--- src/rtl/rppo_pkg.sv ---
// Types, constants and the divider step function of the pixel point operation core.
package rppo_pkg;

  localparam int unsigned CHAN_W     = 8;
  localparam int unsigned NUM_CHAN   = 3;
  localparam int unsigned PIX_W      = CHAN_W * NUM_CHAN;
  localparam int unsigned FACTOR_W   = 16;
  localparam int unsigned DVSR_W     = 16;
  localparam int unsigned ADD_W      = 9;
  localparam int unsigned MODE_W     = 3;
  localparam int unsigned CFG_IDX_W  = 4;
  localparam int unsigned CFG_DATA_W = 24;
  localparam int unsigned PROD_W     = CHAN_W + FACTOR_W;
  localparam int unsigned DIV_BITS   = 2;
  localparam int unsigned DIV_STAGES = PROD_W / DIV_BITS;

  localparam logic [CHAN_W-1:0] CHAN_MAX   = 8'hFF;
  localparam logic [DVSR_W-1:0] DVSR_ONE   = 16'd1;
  localparam logic [DVSR_W-1:0] BLEND_DVSR = 16'd255;

  typedef enum logic [MODE_W-1:0] {
    MODE_REPLACE  = 3'd0,
    MODE_SCALE    = 3'd1,
    MODE_ADD      = 3'd2,
    MODE_BLEND    = 3'd3,
    MODE_CONTRAST = 3'd4,
    MODE_INVERT   = 3'd5
  } rppo_mode_e;

  typedef enum logic [CFG_IDX_W-1:0] {
    CFG_OP_MODE       = 4'd0,
    CFG_USE_EXCEPT    = 4'd1,
    CFG_EXCEPT_COLOR  = 4'd2,
    CFG_KEY_COLOR     = 4'd3,
    CFG_REPLACE_COLOR = 4'd4,
    CFG_FACTOR        = 4'd5,
    CFG_DIVISOR       = 4'd6,
    CFG_ADD_AMOUNT    = 4'd7
  } rppo_cfg_e;

  typedef logic [NUM_CHAN-1:0][CHAN_W-1:0] rppo_pix_t;
  typedef logic [NUM_CHAN-1:0][PROD_W-1:0] rppo_prod_t;

  typedef struct packed {
    logic [MODE_W-1:0]       op_mode;
    logic                    use_except;
    logic [PIX_W-1:0]        except_color;
    logic [PIX_W-1:0]        key_color;
    logic [PIX_W-1:0]        replace_color;
    logic [FACTOR_W-1:0]     factor;
    logic [DVSR_W-1:0]       divisor;
    logic signed [ADD_W-1:0] add_amount;
  } rppo_cfg_t;

  localparam rppo_cfg_t CFG_RESET = '{
    op_mode:       MODE_REPLACE,
    use_except:    1'b0,
    except_color:  '0,
    key_color:     '0,
    replace_color: '0,
    factor:        16'd255,
    divisor:       16'd1,
    add_amount:    '0
  };

  // Side data that rides along with each pixel through the pipeline.
  typedef struct packed {
    logic                use_div;
    logic                add_base;
    logic [NUM_CHAN-1:0] neg;
    rppo_pix_t           pix;
  } rppo_side_t;

  // Working word of one restoring divider lane: partial remainder, and the
  // dividend bits still to shift out with quotient bits filling in below.
  typedef struct packed {
    logic [DVSR_W-1:0] rem;
    logic [PROD_W-1:0] acc;
  } rppo_div_t;

  function automatic rppo_div_t rppo_div_step(rppo_div_t cur, logic [DVSR_W-1:0] dvsr);
    rppo_div_t   nxt;
    logic [DVSR_W:0] trial;
    logic [DVSR_W:0] diff;
    trial   = {cur.rem, cur.acc[PROD_W-1]};
    diff    = trial - {1'b0, dvsr};
    // The remainder stays below the divisor, so the top bit of the
    // difference is set exactly when the trial is below the divisor.
    nxt.acc = {cur.acc[PROD_W-2:0], ~diff[DVSR_W]};
    nxt.rem = diff[DVSR_W] ? trial[DVSR_W-1:0] : diff[DVSR_W-1:0];
    return nxt;
  endfunction

endpackage

--- src/rtl/rppo_mult.sv ---
// Second pipeline stage: one 8 by 16 bit multiply per channel.
module rppo_mult
  import rppo_pkg::*;
(
  input  logic                clk_i,
  input  logic                rst_ni,
  input  logic [FACTOR_W-1:0] factor_i,
  input  logic                in_valid_i,
  output logic                in_ready_o,
  input  rppo_side_t          in_side_i,
  input  rppo_pix_t           in_opnd_i,
  output logic                out_valid_o,
  input  logic                out_ready_i,
  output rppo_side_t          out_side_o,
  output rppo_prod_t          out_prod_o
);

  logic       valid_q;
  logic       ready;
  rppo_side_t side_q;
  rppo_prod_t prod_d, prod_q;

  always_comb begin
    for (int ch = 0; ch < NUM_CHAN; ch++) begin
      prod_d[ch] = PROD_W'(in_opnd_i[ch]) * PROD_W'(factor_i);
    end
  end

  assign ready      = !valid_q || out_ready_i;
  assign in_ready_o = ready;

  always_ff @(posedge clk_i or negedge rst_ni) begin
    if (!rst_ni) begin
      valid_q <= 1'b0;
    end else if (ready) begin
      valid_q <= in_valid_i;
    end
  end

  always_ff @(posedge clk_i) begin
    if (ready && in_valid_i) begin
      side_q <= in_side_i;
      prod_q <= prod_d;
    end
  end

  assign out_valid_o = valid_q;
  assign out_side_o  = side_q;
  assign out_prod_o  = prod_q;

endmodule

--- config.mk ---
export PLATFORM = sky130hd
export DESIGN_NAME = rppo_mult
export DESIGN_NICKNAME = d
export VERILOG_FILES = /design/src/rtl/rppo_pkg.sv /design/src/rtl/rppo_mult.sv
export SDC_FILE = /design/constraint.sdc
export NUM_CORES = 1
export LEC_CHECK = 0
export ABC_AREA = 1
export BUFFER_PORTS_ARGS = -buffer_cell sky130_fd_sc_hd__buf_2
export CORE_ASPECT_RATIO = 2
export CORE_MARGIN = 5
export CORE_UTILIZATION = 62
export CTS_CLUSTER_DIAMETER = 120
export DETAILED_ROUTE_END_ITERATION = 6
export GPL_TIMING_DRIVEN = 0
export PLACE_DENSITY = 0.83
export SYNTH_ARGS = -nofsm -noshare
export SYNTH_HDL_FRONTEND = slang
export SYNTH_SLANG_ARGS = --single-unit
--- constraint.sdc ---
create_clock -name clk_i -period 7.64 [get_ports clk_i]
set_input_delay 0.382 -clock clk_i [delete_from_list [all_inputs] [get_ports clk_i]]
set_output_delay 0.382 -clock clk_i [all_outputs]
set_load 0.1 [all_outputs]
Yosys cells after proc, flatten, opt, wreduce, memory -nomap -nowiden. Index checks and enable logic that the tools add are counted.

Output and inout port bits: 103. Input port bits: 73. Register bits after elaboration: 102. Word-level logic and storage cells: 16.

Multipliers: 3. Reduce and logical (&&, ||, !) cells: 3.

Operator list (count): 8-bit by 16-bit multiplier with 24-bit output (3); 1-bit logical AND (1); 1-bit logical NOT (1); 1-bit logical OR (1).

Longest topological paths before layout. Gate-level depths: netlist (run 1).

Depth in word-level cells: 3. Gate-level depth with buffers: 23. Depth with buffers taken out: 21.

Least setup slack after synthesis (run 1). Ideal clock, no wire load.

Path kind: register to register. Start: register valid_q, in the netlist out_valid_o. End: register prod_q, in the netlist out_prod_o[0], enable pin. Period minus slack after synthesis: 6399 ps. Arrival: 5806 ps. Cell stages (with the launch flop): 2. Path slack: 1241 ps. Path buffers: 0. Required time: 7047 ps. Cell sequence: dfrtp_1 -> a21oi_1.

Cells in the longest elaborated chain, start to end: 3.

Ends and longest elaborated chain: start, declared (RTL line rppo_mult.sv:18) `logic valid_q;`; start signal, assigned (RTL line rppo_mult.sv:36) `valid_q <= in_valid_i;`; 1-bit logical NOT (RTL line rppo_mult.sv:29) `assign ready = !valid_q || out_ready_i;`; 1-bit logical OR (RTL line rppo_mult.sv:29); 1-bit logical AND (RTL line rppo_mult.sv:41) `if (ready && in_valid_i) begin`; end signal, assigned (RTL line rppo_mult.sv:43) `prod_q <= prod_d;`; end, declared (RTL line rppo_mult.sv:21) `rppo_prod_t prod_d, prod_q;`.

Every way passes these cells. A chain may end at the register's enable or synchronous reset.

==> results of run 1 <==
==> registers in the layout, indices dropped and copies added, names as in the netlist <==
signal and flops:
out_side_o 29, out_prod_o 72, out_valid_o 1
==> routing by layer <==
| layer | wire [microns] | up-vias | track usage [%] |
|---|---|---|---|
| li1 | - | 6783 | - |
| met1 | 15690 | 6859 | 34.10 |
| met2 | 20700 | 631 | 47.10 |
| met3 | 3369 | 127 | 3.833 |
| met4 | 1824 | 0 | 11.72 |
| met5 | 0 | - | 0 |
==> kinds of logic after synthesis <==
group                    after synthesis  synth area share [%]
AO/OA/AOI/OAI                         53                 1.752
flip-flops                           102                 17.91
buffers and inverters                823                 18.09
adder cells (fa/ha/maj)              384                 39.22
XOR/XNOR                              30                 1.539
AND/OR/NAND/NOR                      895                 21.48
==> critical path, delay by kind of cell <==
family / cells / cell delay [ps]
fa+ha+maj: 5 / 2340
buf+inv: 6 / 1210
simple gates: 10 / 940
==> placed cells by master, fill, tap and decap left out, drive strengths merged <==
| cell type | n |
|---|---|
| nand3b | 1 |
| nor3 | 19 |
| a21oi | 37 |
| xnor2 | 10 |
| buf | 154 |
| nand2 | 720 |
| inv | 745 |
| dfrtp | 1 |
| and2 | 6 |
| diode | 1 |
| clkbuf | 89 |
| edfxtp | 101 |
| clkinv | 5 |
| dlygate4sd3 | 1 |
| nand3 | 66 |
| fa | 252 |
| o21bai | 12 |
| o21ai | 4 |
| nor2 | 77 |
| xor2 | 20 |
| nand4 | 6 |
| ha | 132 |
==> path summary, 6_finish.rpt <==
check / startpoint / endpoint / slack (ps) / cells after the start
min reg2reg: out_valid_o / out_valid_o / 620 / 2
max reg2reg: out_valid_o / out_prod_o[10] / 5720 / 3
max in group asynchronous: rst_ni / out_valid_o / 7240 / 2
max: in_opnd_i[13] / out_prod_o[45] / 2880 / 21
min: in_side_i[0] / out_side_o[0] / 170 / 1
min in group asynchronous: rst_ni / out_valid_o / 310 / 2
==> power groups by stage <==
| stage | Combinational, W | Clock [W] | Sequential, W |
|---|---|---|---|
| 6_report | 0.00540 | 0.000486 | 0.000984 |
| 3_3_place_gp | 0.00525 | 0 | 0.00100 |
| 2_1_floorplan | 0.00314 | 0 | 0.00216 |
| 4_1_cts | 0.00539 | 0.000494 | 0.000988 |
| 5_1_grt | 0.00598 | 0.000516 | 0.00100 |
| 3_5_place_dp | 0.00535 | 0 | 0.00100 |
==> stage by stage <==
step / cell area (sq um) / setup WS [ps] / hold WS, ps / std cells / util, %
final: 18680 / 2876 / 167.1 / 2811 / 68.33
after global routing: 18670 / 2692 / 154.1 / 2810 / 68.33
after global placement: 18270 / -190.4 / 156.8 / 2790 / 66.84
after floorplan: 17070 / 1241 / 86.41 / 2287 / -
after CTS: 18670 / 3007 / 152.8 / 2810 / 68.33
after detailed placement: 18350 / 2611 / 164.8 / 2793 / 67.13
==> repair_timing <==
item | CTS | global route
setup endpoints to repair | 0 | 0
hold buffers | 1 | 0
resized for setup | 0 | 0
hold endpoints to repair | 1 | 0
setup buffers | 0 | 0
==> area by class of cell <==
type,instances,area (sq um),share of cell area (%)
diodes,1,2.502,0.01340
inverters,743,2789,14.93
plain buffers,80,300.3,1.608
repair buffers,155,833.3,4.462
multi-input cells,1362,10940,58.56
well taps,352,440.4,2.358
clock inverters,7,91.34,0.4890
flip-flops and latches,102,3058,16.37
clock buffers,9,225.2,1.206
==> results.sh, run 1 <==
export IMPL_fin_skew_ps=8.721
export IMPL_power_per_cell_area_nw_per_um2=367.9
export IMPL_critical_path_max_stage_delay_ps=580
export IMPL_antenna_found_initial=1
export IMPL_path_class="input port to register"
export IMPL_netlist_area_sq_um=17070
export IMPL_cp_data_arrival_time_ps=4880
export IMPL_core_area_sq_um=27330
export IMPL_grt_pass1_wl_microns=67990
export IMPL_grt_pass1_vias=14530
export IMPL_rsz0062_at_grt="no"
export IMPL_avgSynthCellArea_sq_um=7.465
export IMPL_drtIter0Drc=1288
export IMPL_status="complete, no violations"
export IMPL_clk_path_buf_depth=2
export IMPL_yosysTopAreaCellShare_pct=29.55
export IMPL_critPathSlowestCell="clkbuf_1"
export IMPL_pwr_share_clk_pct=7.1
export IMPL_fillers=2290
export IMPL_final_nets=2910
export IMPL_crit_chain="clkbuf_1, clkbuf_1, nand2_1, fa_1, fa_1, inv_1, fa_1, inv_1, fa_1, inv_1, ha_1, nand2_2, inv_2, nand2_1, nand2_1, nand2_1, nand3_2, nand2_1, nand2_1, nand2_1, nand2_1"
export IMPL_yosysTopAreaCell="fa_1"
export IMPL_netSwitchingPower_w=0.004114
export IMPL_cts_tree="built"
export IMPL_synth_edf_count=101
export IMPL_cp_end_kind="register"
export IMPL_drc=0
export IMPL_path_clk_slew_ps=80
export IMPL_die_h_microns=244.7
export IMPL_cts_root_buf="clkbuf_16"
export IMPL_ys_ff_latch=102
export IMPL_clkSinkCount=102
export IMPL_drive_above_1_share_pct=9.194
export IMPL_path_common_cell="nand2_1"
export IMPL_worstSkewPairLatency_ps=380
export IMPL_syn_inst=2287
export IMPL_wirelength_microns=41580
export IMPL_fin_crit_ps=4764
export IMPL_required_ps=7750
export IMPL_routed_via_density=5.123
export IMPL_finalCritPeriodShare_pct=62.35
export IMPL_h_tree_depth=3
export IMPL_worst_slew_pin_slew_ps=876.4
export IMPL_yosys_warnings=0
export IMPL_grt_overflow=0
export IMPL_seqPwrFrac_pct=14.3
export IMPL_setup_tns_ps=0
export IMPL_wl_per_cell_microns=14.79
export IMPL_io_pins=176
export IMPL_num_rows=86
export IMPL_hold_viol=0
export IMPL_setup_violations=0
export IMPL_track_usage_pct=27.32
export IMPL_place_gp_congestion=0.9499
export IMPL_synth_nets=2744
export IMPL_cap_violations=0
export IMPL_synth_flop_cell="edfxtp_1"
export IMPL_async_reset_ff_share_pct=0.9804
export IMPL_dieArea_sq_um=31160
export IMPL_synth_common_cells="742 x inv_1, 696 x nand2_1, 252 x fa_1"
export IMPL_final_max_slew_violation_count=0
export IMPL_peakVddDrop_uv=248.6
export IMPL_p_leak_nw=11.95
export IMPL_yosysMostFrequentCell="inv_1"
export IMPL_vias=14400
export IMPL_hpwl_microns=34650
export IMPL_area_growth_pct=9.396
export IMPL_grt_max_degree=30
export IMPL_p_int_w=0.002757
export IMPL_die_x_microns=127.3
export IMPL_hold_class="input port to register"
export IMPL_timing_fmax_ghz=0.2099
export IMPL_firstDrtPassIters=5
export IMPL_total_power_w=0.006872
export IMPL_combPwrFrac_pct=78.6
export IMPL_initial_core_util_pct=62.47
export IMPL_portBuffers=151
export IMPL_cts_inserted_buffers=9
export IMPL_ys_types=26
export IMPL_yosysSeqAreaShare_pct=17.91
export IMPL_drtAntennaViolNets=0
export IMPL_switching_share_pct=59.87
export IMPL_crit_fanout=10
export IMPL_startpoint_type="input port"
export IMPL_slew_headroom_pct=41.44
export IMPL_synth_area_top_cells="fa_1 30%, edfxtp_1 18%, inv_1 16%"
Power figures use the tool's default switching activity.
==> inputs of run 2 (changes only) <==
clock period = 4.4 ns   (was 7.64 ns; I/O delays follow)
==> results.sh, run 2 (synthesis gave the netlist of run 1 again) <==
export IMPL_p_leak_nw=12.12
export IMPL_required_ps=4510
export IMPL_fin_crit_ps=4218
export IMPL_wirelength_microns=41600
export IMPL_cts_root_buf="clkbuf_16"
export IMPL_drtAntennaViolNets=0
export IMPL_status="complete, no violations"
export IMPL_routed_via_density=5.079
export IMPL_startpoint_type="input port"
export IMPL_hold_ws_ps=11.00
export IMPL_setup_tns_ps=0
export IMPL_cts_tree="built"
export IMPL_grt_pass1_wl_microns=69460
export IMPL_mostFrequentLayoutCells="742 x inv_1, 696 x nand2_1, 252 x fa_1, 152 x buf_2, 132 x ha_1"
export IMPL_reg2reg_depth=3
export IMPL_slew_headroom_pct=50.79
export IMPL_timing_fmax_ghz=0.2371
export IMPL_hold_end="out_side_o[12]"
export IMPL_portBuffers=151
export IMPL_final_common_cell="inv_1"
export IMPL_grt_max_degree=30
export IMPL_h_tree_depth=3
export IMPL_area_growth_pct=10.19
export IMPL_place_inst=2793
export IMPL_die_h_microns=244.7
export IMPL_io_pins=176
export IMPL_drive_above_1_share_pct=11.16
export IMPL_path_class="input port to register"
export IMPL_cts_inserted_buffers=9
export IMPL_fin_util_pct=68.83
export IMPL_worstSkewPairLatency_ps=390
export IMPL_die_x_microns=127.3
export IMPL_path_clk_slew_ps=80
export IMPL_cp_data_arrival_time_ps=4330
export IMPL_grt_pass1_vias=14650
export IMPL_power_per_cell_area_nw_per_um2=636.4
export IMPL_num_rows=86
export IMPL_largest_reg_flops=72
export IMPL_min_from="in_side_i[12]"
export IMPL_fin_skew_ps=16.92
export IMPL_initial_core_util_pct=62.47
export IMPL_hold_class="input port to register"
export IMPL_cap_violations=0
export IMPL_vias=14310
export IMPL_finalCritPeriodShare_pct=95.87
export IMPL_grt_overflow=0
export IMPL_drtIter0Drc=1121
export IMPL_dieArea_sq_um=31160
export IMPL_wl_per_cell_microns=14.76
export IMPL_rsz0062_at_grt="no"
export IMPL_peakVddDrop_uv=474.6
export IMPL_final_nets=2917
export IMPL_setup_violations=0
export IMPL_drc=0
export IMPL_track_usage_pct=27.88
export IMPL_antenna_found_initial=0
export IMPL_stdcell_count=2818
export IMPL_clkSinkCount=102
export IMPL_timing_rr_end="out_prod_o[61]"
export IMPL_rrSetupSlack_ps=2510
export IMPL_firstDrtPassIters=5
export IMPL_place_gp_congestion=0.9444
export IMPL_total_power_w=0.01197
export IMPL_r2r_start="out_valid_o"
export IMPL_cp_end_kind="register"
export IMPL_final_max_slew_violation_count=0
export IMPL_clk_path_buf_depth=2
export IMPL_hold_viol=0
export IMPL_hpwl_microns=34420
export IMPL_core_area_sq_um=27330
export IMPL_crit_fanout=10
export IMPL_worst_slew_pin_slew_ps=736.6
export IMPL_min_path_cells=1
run 2: changes by cell type in the layout (fill, tap and decap cells not counted), moves of 2 or more:
| cell | change |
|---|---|
| clkinv_4 | -2 |
| clkbuf_1 | -50 |
| dlygate4sd3_1 | +8 |
| clkinv_8 | -2 |
| inv_8 | +3 |
| clkbuf_2 | +48 |
run 2: how the worst max path moves through the flow:
stage             startpoint              to  slack [ps]  depth (start not counted)
2_1_floorplan    out_valid_o   out_prod_o[0]         270                          1
3_3_place_gp     out_ready_i  out_prod_o[69]        -560                          3
3_5_place_dp   in_opnd_i[11]  out_prod_o[47]        -430                         18
4_1_cts        in_opnd_i[12]  out_prod_o[44]          30                         19
5_1_grt         factor_i[11]  out_prod_o[41]           2                         18
6_report         factor_i[6]  out_prod_o[44]         180                         19
run 2: critical path: stages:
cell and delay, ps:
buf_2 170, clkbuf_1 500, nand2_1 100, inv_1 90, fa_1 460, fa_1 520
fa_1 490, inv_1 50, fa_1 470, inv_1 40, ha_1 340, nand2_2 160
inv_1 50, a21oi_1 210, nand3_2 160, nand2_1 110, nand2_1 50, nand2_1 50
nand2_1 90
run 2: cell type report:
type                       instances  area, sq um
clock inverter                     7        96.34
inverter                         743         2789
fill                            2313         8519
timing repair buffer             163        905.9
antenna                            1        2.502
clock buffer                       9        225.2
sequential                       102         3058
multi-input combinational       1362        10940
tap                              352        440.4
buffer                            79        357.8
run 2: power breakdown:
part / total [W] / internal, W / switching [W]
Clock: 0.000886 / 0.000460 / 0.000426
Combinational: 0.00938 / 0.00274 / 0.00664
Sequential: 0.00171 / 0.00165 / 0.0000595
Total: 0.0120 / 0.00485 / 0.00713
run 2: metrics by stage:
| stage | worst slack, ps | area (sq um) |
|---|---|---|
| floorplan | 269.3 | 17080 |
| global placement | -562.0 | 18270 |
| detailed placement | -434.4 | 18340 |
| CTS | 32.74 | 18760 |
| global route | 1.688 | 18810 |
| finish | 181.9 | 18810 |
run 2: timing repair:
action,4_1_cts,5_1_grt
setup buffers,0,0
hold endpoints to repair,9,0
hold buffers,9,0
setup endpoints to repair,6,43
gates resized for setup,5,89
run 2: metal layers:
layer	global-route usage, %	part of all wire, %	vias to the layer above
li1	-	-	6815
met1	35.12	37	6723
met2	47.90	50	668
met3	4.747	9.2	107
met4	10.39	3.6	0
met5	0	0	-
